$ cat src/spr_pkg.sv
// Package for the streaming find-and-replace block.
// Shared widths, configuration register indexes and sequencer states.
// No dependencies.
`timescale 1ns / 1ps
`default_nettype none

package spr_pkg;

  // Default for the longest search / replacement pattern, in bytes (1..8)
  localparam int unsigned MAX_PATTERN_BYTES_DEF = 8;

  // Fixed field widths
  localparam int unsigned BYTE_W     = 8;
  localparam int unsigned PAT_W      = 64;
  localparam int unsigned LEN_W      = 4;
  localparam int unsigned TALLY_W    = 16;
  localparam int unsigned CFG_DATA_W = 64;
  localparam int unsigned CFG_IDX_W  = 2;

  // Configuration register indexes
  typedef enum logic [CFG_IDX_W-1:0] {
    CFG_SEARCH_PATTERN      = 2'd0,
    CFG_SEARCH_LENGTH       = 2'd1,
    CFG_REPLACEMENT_PATTERN = 2'd2,
    CFG_REPLACEMENT_LENGTH  = 2'd3
  } spr_cfg_idx_e;

  // Sequencer states
  typedef enum logic [1:0] {
    ST_IDLE,    // ready for the next text byte
    ST_DECIDE,  // compare held bytes against the search pattern
    ST_REPL,    // send the replacement, one byte per beat
    ST_REL      // release held bytes that can no longer match
  } spr_state_e;

endpackage : spr_pkg

`default_nettype wire

$ cat src/stream_pattern_replace.sv
// Streaming find-and-replace: top level and only module.
// Depends on spr_pkg (widths, register indexes, sequencer states).
// Usage:
//   Input channel: in_valid_i / in_stall_o carry one text byte per beat
//   (text_byte_i, text_last_i). Output channel: out_valid_o / out_stall_i
//   carry one rewritten byte per beat (out_byte_o, out_last_o, and
//   match_total_o, which is nonzero only on the out_last_o beat).
//   Configuration is a plain write port (cfg_we_i, cfg_index_i, cfg_data_i)
//   and is to be written only while the block is idle; the block itself
//   does not enforce this. Each accepted byte is latched, compared with
//   the search pattern in ST_DECIDE, then sent as result beats from ST_REPL
//   or ST_REL through the output register, one result beat per cycle while
//   the receiver does not stall, up to 8 result beats. ST_REL checks each
//   release with the shared compare unit and ends with a closing step.
//   in_stall_o is high whenever the sequencer is busy with a byte.
//   When the receiver stalls, the output register holds its beat and the
//   sequencer waits; no beat is dropped.
//   Reset clears held bytes, the replacement count and the sequencer, and
//   sets both patterns to 0 and both lengths to 1.
`timescale 1ns / 1ps
`default_nettype none

module stream_pattern_replace
  import spr_pkg::*;
#(
  parameter int unsigned MAX_PATTERN_BYTES = MAX_PATTERN_BYTES_DEF
) (
  input  wire logic                  clk_i,
  input  wire logic                  rst_ni,
  // configuration write port
  input  wire logic                  cfg_we_i,
  input  wire logic [CFG_IDX_W-1:0]  cfg_index_i,
  input  wire logic [CFG_DATA_W-1:0] cfg_data_i,
  // input text beats
  input  wire logic                  in_valid_i,
  output logic                       in_stall_o,
  input  wire logic [BYTE_W-1:0]     text_byte_i,
  input  wire logic                  text_last_i,
  // output text beats
  output logic                       out_valid_o,
  input  wire logic                  out_stall_i,
  output logic [BYTE_W-1:0]          out_byte_o,
  output logic                       out_last_o,
  output logic [TALLY_W-1:0]         match_total_o
);

  localparam int unsigned CNT_W = $clog2(MAX_PATTERN_BYTES + 1);
  localparam int unsigned IDX_W = (MAX_PATTERN_BYTES > 1) ? $clog2(MAX_PATTERN_BYTES) : 1;

  // configuration registers
  logic [PAT_W-1:0] spat_q;
  logic [LEN_W-1:0] slen_raw_q;
  logic [PAT_W-1:0] rpat_q;
  logic [LEN_W-1:0] rlen_raw_q;

  // sequencer and held-byte state
  spr_state_e        state_q, state_d;
  logic [BYTE_W-1:0] pend_q [MAX_PATTERN_BYTES];
  logic [BYTE_W-1:0] pend_d [MAX_PATTERN_BYTES];
  logic [CNT_W-1:0]  cnt_q, cnt_d;
  logic              last_q, last_d;
  logic [TALLY_W-1:0] tally_q, tally_d;
  logic [IDX_W-1:0]  ridx_q, ridx_d;

  // output register
  logic              out_valid_q, out_valid_d;
  logic [BYTE_W-1:0] out_byte_q, out_byte_d;
  logic              out_last_q, out_last_d;
  logic [TALLY_W-1:0] out_total_q, out_total_d;

  logic             in_acc;
  logic             out_free;
  logic [CNT_W-1:0] slen_c, rlen_c;
  logic             lanes_eq;
  logic             prefix_ok;
  logic             match_hit;
  logic             rel_need;
  logic             repl_done;

  assign in_stall_o = (state_q != ST_IDLE);
  assign in_acc     = in_valid_i && !in_stall_o;
  assign out_free   = !out_valid_q || !out_stall_i;

  // length clamp: 0 counts as 1, above the maximum counts as the maximum
  always_comb begin
    if (slen_raw_q == '0) begin
      slen_c = CNT_W'(1);
    end else if (slen_raw_q > LEN_W'(MAX_PATTERN_BYTES)) begin
      slen_c = CNT_W'(MAX_PATTERN_BYTES);
    end else begin
      slen_c = slen_raw_q[CNT_W-1:0];
    end
    if (rlen_raw_q == '0) begin
      rlen_c = CNT_W'(1);
    end else if (rlen_raw_q > LEN_W'(MAX_PATTERN_BYTES)) begin
      rlen_c = CNT_W'(MAX_PATTERN_BYTES);
    end else begin
      rlen_c = rlen_raw_q[CNT_W-1:0];
    end
  end

  // shared compare unit: held bytes against the leading search lanes
  always_comb begin
    lanes_eq = 1'b1;
    for (int unsigned i = 0; i < MAX_PATTERN_BYTES; i++) begin
      if ((CNT_W'(i) < cnt_q) && (pend_q[i] != spat_q[BYTE_W*i +: BYTE_W])) begin
        lanes_eq = 1'b0;
      end
    end
  end

  assign prefix_ok = (cnt_q <= slen_c) && lanes_eq;
  assign match_hit = (cnt_q == slen_c) && prefix_ok;
  assign rel_need  = (cnt_q != '0) && (last_q || (cnt_q >= slen_c) || !prefix_ok);
  assign repl_done = ((CNT_W'(ridx_q) + CNT_W'(1)) == rlen_c);

  // next state
  always_comb begin
    state_d = state_q;
    case (state_q)
      ST_IDLE: begin
        if (in_acc) begin
          state_d = ST_DECIDE;
        end
      end
      ST_DECIDE: begin
        state_d = match_hit ? ST_REPL : ST_REL;
      end
      ST_REPL: begin
        if (out_free && repl_done) begin
          state_d = ST_IDLE;
        end
      end
      ST_REL: begin
        if (!rel_need) begin
          state_d = ST_IDLE;
        end
      end
      default: state_d = ST_IDLE;
    endcase
  end

  // datapath and output beats
  always_comb begin
    pend_d      = pend_q;
    cnt_d       = cnt_q;
    last_d      = last_q;
    tally_d     = tally_q;
    ridx_d      = ridx_q;
    out_valid_d = out_valid_q && out_stall_i;
    out_byte_d  = out_byte_q;
    out_last_d  = out_last_q;
    out_total_d = out_total_q;

    case (state_q)
      ST_IDLE: begin
        // append the new byte behind the held ones
        if (in_acc) begin
          if (cnt_q < CNT_W'(MAX_PATTERN_BYTES)) begin
            pend_d[cnt_q[IDX_W-1:0]] = text_byte_i;
            cnt_d = cnt_q + CNT_W'(1);
          end
          last_d = text_last_i;
        end
      end
      ST_DECIDE: begin
        if (match_hit) begin
          cnt_d  = '0;
          ridx_d = '0;
          if (tally_q != '1) begin
            tally_d = tally_q + TALLY_W'(1);
          end
        end
      end
      ST_REPL: begin
        if (out_free) begin
          out_valid_d = 1'b1;
          out_byte_d  = rpat_q[BYTE_W*ridx_q +: BYTE_W];
          out_last_d  = last_q && repl_done;
          out_total_d = (last_q && repl_done) ? tally_q : '0;
          ridx_d      = ridx_q + IDX_W'(1);
          if (last_q && repl_done) begin
            tally_d = '0;
          end
        end
      end
      ST_REL: begin
        // release the oldest held byte and shift the rest down
        if (rel_need && out_free) begin
          out_valid_d = 1'b1;
          out_byte_d  = pend_q[0];
          out_last_d  = last_q && (cnt_q == CNT_W'(1));
          out_total_d = (last_q && (cnt_q == CNT_W'(1))) ? tally_q : '0;
          for (int unsigned i = 0; i + 1 < MAX_PATTERN_BYTES; i++) begin
            pend_d[i] = pend_q[i + 1];
          end
          cnt_d = cnt_q - CNT_W'(1);
          if (last_q && (cnt_q == CNT_W'(1))) begin
            tally_d = '0;
          end
        end
      end
      default: begin
        cnt_d = '0;
      end
    endcase
  end

  // control registers
  always_ff @(posedge clk_i or negedge rst_ni) begin
    if (!rst_ni) begin
      state_q     <= ST_IDLE;
      cnt_q       <= '0;
      last_q      <= 1'b0;
      tally_q     <= '0;
      ridx_q      <= '0;
      out_valid_q <= 1'b0;
      spat_q      <= '0;
      slen_raw_q  <= LEN_W'(1);
      rpat_q      <= '0;
      rlen_raw_q  <= LEN_W'(1);
    end else begin
      state_q     <= state_d;
      cnt_q       <= cnt_d;
      last_q      <= last_d;
      tally_q     <= tally_d;
      ridx_q      <= ridx_d;
      out_valid_q <= out_valid_d;
      if (cfg_we_i) begin
        case (spr_cfg_idx_e'(cfg_index_i))
          CFG_SEARCH_PATTERN:      spat_q     <= cfg_data_i[PAT_W-1:0];
          CFG_SEARCH_LENGTH:       slen_raw_q <= cfg_data_i[LEN_W-1:0];
          CFG_REPLACEMENT_PATTERN: rpat_q     <= cfg_data_i[PAT_W-1:0];
          CFG_REPLACEMENT_LENGTH:  rlen_raw_q <= cfg_data_i[LEN_W-1:0];
          default: ;
        endcase
      end
    end
  end

  // payload registers
  always_ff @(posedge clk_i) begin
    pend_q      <= pend_d;
    out_byte_q  <= out_byte_d;
    out_last_q  <= out_last_d;
    out_total_q <= out_total_d;
  end

  assign out_valid_o   = out_valid_q;
  assign out_byte_o    = out_byte_q;
  assign out_last_o    = out_last_q;
  assign match_total_o = out_total_q;

endmodule : stream_pattern_replace

`default_nettype wire

$ cat config.mk
export PLATFORM = sky130hd
export DESIGN_NAME = stream_pattern_replace
export DESIGN_NICKNAME = d
export VERILOG_FILES = /design/src/spr_pkg.sv /design/src/stream_pattern_replace.sv
export SDC_FILE = /design/constraint.sdc
export NUM_CORES = 1
export LEC_CHECK = 0
export ABC_CLOCK_PERIOD_IN_PS = 3000
export BUFFER_PORTS_ARGS = -buffer_cell sky130_fd_sc_hd__clkbuf_2
export CAP_MARGIN = 40
export CORE_MARGIN = 2
export CORE_UTILIZATION = 50
export CTS_BUF_LIST = sky130_fd_sc_hd__clkbuf_8
export CTS_CLUSTER_SIZE = 25
export DETAILED_ROUTE_END_ITERATION = 12
export GPL_TIMING_DRIVEN = 0
export PLACE_DENSITY_LB_ADDON = 0.3
export SKIP_LAST_GASP = 1
export SYNTH_ARGS = -nofsm -noshare
export SYNTH_HDL_FRONTEND = slang
export SYNTH_SLANG_ARGS = --single-unit
$ cat constraint.sdc
create_clock -name clk_i -period 3 [get_ports clk_i]
set_input_delay 0.9 -clock clk_i [delete_from_list [all_inputs] [get_ports clk_i]]
set_output_delay 0.9 -clock clk_i [all_outputs]
set_load 0.01 [all_outputs]
After elaboration in Yosys (flattened, before gate mapping):

Cells that the tools add are included.

* $add $sub $neg: 5
* magnitude comparators: 15
* eq/ne operators: 28
* shift-type cells: 1
* mux-type cells: 53
* bitwise gates (word level): 1
* reductions and logical operators: 48

Operators by type and width (count)
* 16-bit 2-to-1 mux: 10
* 64-bit 2-to-1 mux: 2
* 56-bit one-hot mux with 2 select lines: 1
* 64-bit bitwise mux: 1
* 8-bit != test: 8
* 64-bit by 7-bit variable part select with 8-bit output: 1
* 56-bit 2-to-1 mux: 1
* 16-bit one-hot mux with 3 select lines: 1
* 4-bit 2-to-1 mux: 8
* 16-bit one-hot mux with 2 select lines: 1
* 8-bit demux with 3-bit select: 1
* 8-bit 2-to-1 mux: 3
* 2-bit != test (second input constant): 10
* 1-bit logical AND: 18
* 16-bit by 1-bit adder with 16-bit output (second input constant): 1
* 3-bit by 4-bit < comparator with 1-bit output (first input constant): 4
* 16-bit != test (second input constant): 1
* 8-bit one-hot mux with 2 select lines: 1
* 1-bit 2-to-1 mux: 13
* 4-bit one-hot mux with 3 select lines: 1
* 3-bit AND reduction: 4
* 2-bit AND reduction: 5
* 2-bit equality test (second input constant): 4
* 4-bit equality test: 2
* 30 further kinds: 49

* register bits: 252
* logic and storage cells: 172

Logic depth before layout (Yosys ltp):

* word-level depth: 17
* gate-level depth with buffers: 13
* depth with buffers taken out: 12

Worst setup path after synthesis:

No wires, ideal clock.

* path kind: flip-flop to flip-flop
* from: reg cnt_q[1]
* to: reg out_total_q[0] (netlist: match_total_o[0]), enable pin
* setup time: 407 ps
* arrival time: 2788 ps
* path slack: -195 ps
* stages on the path, launching flop included: 10
* path buffers: 0
* cells stage by stage: dfrtp_1 inv_1 ha_1 and2_1 a21oi_1 a2111o_1 nor3_1 o21a_1 nand2b_1 nor2_1

* cells in the longest elaborated chain, start to end: 17
* elaborated cells on any way between the ends: 35
* those cells by class: 10 x order compare; 1 x eq/ne; 8 x mux; 16 x reduce/logical

Ends and longest elaborated chain
* from (decl): RTL line stream_pattern_replace.sv:60 `logic [CNT_W-1:0] cnt_q, cnt_d;`
* from (signal assigned): RTL line stream_pattern_replace.sv:224 `cnt_q <= cnt_d;`
* 1-bit by 4-bit < comparator with 1-bit output: RTL line stream_pattern_replace.sv:106 `if ((CNT_W'(i) < cnt_q) && (pend_q[i] != spat_q[BYTE_W*i +: BYTE_W])) begin`
* 1-bit logical AND: RTL line stream_pattern_replace.sv:106
* 1-bit 2-to-1 mux (8 in a row): RTL line stream_pattern_replace.sv:106
* 1-bit logical AND: RTL line stream_pattern_replace.sv:112 `assign prefix_ok = (cnt_q <= slen_c) && lanes_eq;`
* 1-bit logical NOT: RTL line stream_pattern_replace.sv:114 `assign rel_need = (cnt_q != '0) && (last_q || (cnt_q >= slen_c) || !prefix_ok);`
* 1-bit logical OR: RTL line stream_pattern_replace.sv:114
* 1-bit logical AND *: RTL line stream_pattern_replace.sv:114
* 1-bit logical AND *: RTL line stream_pattern_replace.sv:189 `if (rel_need && out_free) begin`
* 2-bit != test (no source line) *
* 3-bit AND reduction (no source line) *
* to (signal assigned): RTL line stream_pattern_replace.sv:246 `out_total_q <= out_total_d;`
* to (decl): RTL line stream_pattern_replace.sv:69 `logic [TALLY_W-1:0] out_total_q, out_total_d;`

Every way passes the cells marked *; elsewhere a longest branch is shown, timed or not.
A chain may end at the register's enable or synchronous reset.

Worst setup path after layout:

* from: reg spat_q[30]
* to: reg out_total_q[15] (netlist: match_total_o[15]), enable pin

* cells in the longest elaborated chain, start to end: 14

Ends and longest elaborated chain
* from (decl): RTL line stream_pattern_replace.sv:51 `logic [PAT_W-1:0] spat_q;`
* from (signal assigned): RTL line stream_pattern_replace.sv:231 `CFG_SEARCH_PATTERN: spat_q <= cfg_data_i[PAT_W-1:0];`
* 8-bit != test: RTL line stream_pattern_replace.sv:106
* 1-bit logical AND: RTL line stream_pattern_replace.sv:106
* 1-bit 2-to-1 mux (5 in a row): RTL line stream_pattern_replace.sv:106
* 1-bit logical AND: RTL line stream_pattern_replace.sv:112
* 1-bit logical NOT: RTL line stream_pattern_replace.sv:114
* 1-bit logical OR: RTL line stream_pattern_replace.sv:114
* 1-bit logical AND: RTL line stream_pattern_replace.sv:114
* 1-bit logical AND: RTL line stream_pattern_replace.sv:189
* 2-bit != test (no source line)
* 3-bit AND reduction (no source line)

Every way passes these cells.

==> results.json <==
{
  "status": "finished clean",
  "synth_cells": 895,
  "crit_required_ns": 3.31,
  "period_needed_ns": 2.97,
  "irDropWorstVdd_mv": 0.387,
  "ios": 107,
  "clockBufferDepth": 3,
  "synth.net_count": 984,
  "synth-edff-count": 89,
  "grt_pass1_wl_um": 46000,
  "antenna_found_initial": 0,
  "yosysWarnings": 0,
  "startpoint_type": "register",
  "final_core_util": 0.603,
  "wl_per_cell_um": 21.7,
  "synth_cell_types": 54,
  "clock_skew_ns": 0.0214,
  "crit_path_max_fanout": 5,
  "hold_buffers": 0,
  "grt_setup_unrepaired": "true",
  "h-tree-depth": 2,
  "numCtsBuffers": 43,
  "ys_ff_latch": 252,
  "ant_nets": 0,
  "antenna_cells": 0,
  "cp_data_arrival_time_ns": 3.28,
  "grt_max_degree": 85,
  "drtIter0Drc": 771,
  "crit_type": "reg -> reg",
  "core_area_mm2": 0.0227,
  "gp_congestion": 0.950,
  "rr_endpoint": "match_total_o[15]",
  "grt_use_total": 0.251,
  "final_cell_mix": "dfrtp_1 (159), mux2_2 (139), clkbuf_2 (107)",
  "cp-end-kind": "register",
  "grt_pass1_vias": 7939,
  "root_buffer": "clkbuf_8",
  "route.detailed.drc": 0,
  "setup_violations": 0,
  "fin_nets": 1154,
  "p_leak_nw": 5.71,
  "synthTopCellsByArea": "dfrtp_1 (35%), edfxtp_1 (23%), mux2_2 (13%), xor2_1 (3.2%), mux4_2 (3.1%)",
  "hold_viol_final": 0,
  "powerDensity_mw_per_mm2": 939,
  "start_util": 0.511,
  "timing.rr.start": "spat_q[30]",
  "worst_pin_slew_ns": 0.855,
  "slew_viol_final": 0,
  "layout_commonest_cell": "dfrtp_1",
  "synth.cell_area_mm2": 0.0116,
  "slew_headroom": 0.430,
  "finalCritPeriodShare": 0.990,
  "drive_gt1_frac": 0.340,
  "grt_overflow": 0,
  "firstDrtPassIters": 6,
  "die_height_um": 156,
  "yosysTopAreaCell": "dfrtp_1",
  "yosys.area.top_type_share": 0.347,
  "finalWirelength_um": 30000,
  "clk_pin_slew_ns": 0.06,
  "clock_latency_ns": 0.55,
  "r2r_slack_ns": 0.03,
  "dpl_worst_slack_ns": -0.697,
  "async_flop_share": 0.647,
  "dp_hpwl_um": 21700,
  "viasPerCell": 5.78,
  "vias": 8000,
  "ys_seq_area_frac": 0.582,
  "setup_ws_ns": 0.0294,
  "hp-class": "in -> async",
  "p_total_w": 0.0129,
  "die_area_mm2": 0.0244,
  "ys.flop_type": "dfrtp_1",
  "port_buffers": 106,
  "r2r_cells": 9,
  "cts_tree": "yes",
  "maxClockFrequency_mhz": 337,
  "die_w_um": 156,
  "num_rows": 55,
  "area_growth_syn_to_layout_pct": 18.1,
  "maxCapViolCount": 0,
  "cts_sinks": 252,
  "synth.avg_cell_area_um2": 13.0
}
==> cell families after synthesis <==
group | synth area share
buffers and inverters | 0.0179
and+or+nand+nor | 0.0899
xor gates and xnor gates | 0.0498
DFF | 0.582
AOI/OAI and AO/OA | 0.0760
adders and majority gates | 0.00970
muxes | 0.175
==> where the power goes <==
| part | internal (W) | switching [W] |
|---|---|---|
| logic | 0.00176 | 0.00237 |
| registers | 0.00481 | 0.000807 |
| clock network | 0.00171 | 0.00140 |
==> per-layer routing <==
metal / vias to the layer above / share of wire / track usage
li1: 3648 / - / -
met1: 3947 / 0.43 / 0.344
met2: 330 / 0.47 / 0.390
met3: 75 / 0.073 / 0.0656
met4: 0 / 0.033 / 0.0909
met5: - / 0 / 0
==> how the worst max path moves through the flow <==
stage / startpoint / to / slack [ns] / cells after the start
floorplan: slen_raw_q[0] / pend_q[10] / 0.09 / 11
global placement: rst_ni / rlen_raw_q[1] / -1.91 / 1
detailed placement: pend_q[36] / pend_q[26] / -0.70 / 9
CTS: pend_q[12] / cnt_q[3] / 0.02 / 8
global route: slen_raw_q[0] / match_total_o[6] / -0.06 / 12
finish: spat_q[30] / match_total_o[15] / 0.03 / 9
==> stage by stage <==
step / instances / hold slack [ns] / TNS, ns / area [um2]
2_1_floorplan: 895 / 0.458 / 0 / 11600
3_3_place_gp: 1286 / 0.482 / -367.84 / 12500
3_5_place_dp: 1297 / 0.493 / -42.91 / 12600
4_1_cts: 1376 / 0.398 / 0 / 13500
5_1_grt: 1384 / 0.435 / -1.28 / 13700
6_report: 1384 / 0.368 / 0 / 13700
==> state kept, by name (all words and copies together), names as in the netlist, 2 cells and up <==
name and cells:
slen_raw_q 4, rpat_q 64, state_q 2, cnt_q 4, tally_q 16, out_byte_o 8, rlen_raw_q 4, pend_q 64
spat_q 64, match_total_o 16, ridx_q 3
==> area by class of cell <==
class,count,area (um2)
fill,1855,9010
sequential,252,6760
multi-input combinational,589,4770
timing repair buffer,125,746
clock buffer,51,702
tap,285,357
clock inverter,28,164
buffer,37,146
inverter,17,63.8
==> synth_stat cells, types with 16 or more instances <==
| master | instances |
|---|---|
| inv_1 | 16 |
| dfrtp_1 | 161 |
| nor2_1 | 35 |
| edfxtp_1 | 89 |
| nand2_1 | 73 |
| xor2_1 | 42 |
| nand3_1 | 19 |
| and3_1 | 23 |
| mux4_2 | 16 |
| clkbuf_1 | 35 |
| xnor2_1 | 24 |
| o21ai_0 | 70 |
| a21oi_1 | 20 |
| mux2_2 | 139 |
==> worst max-delay path, stage by stage (launching register included) <==
cell and delay (ns):
dfrtp_1 0.40, xor2_1 0.17, nor4_2 0.47, a41oi_2 0.29, a2111o_1 0.49, nor3_4 0.24
o21a_1 0.24, nand2b_4 0.18, nor2_4 0.08, clkbuf_16 0.18
==> timing repair <==
item | CTS | global route
cloned | 0 | 3
setup endpoints to repair | 108 | 93
setup buffers | 1 | 4
gates resized for setup | 13 | 35
pin swaps | 2 | 14
No activity file was read; power rests on OpenSTA's default activity.
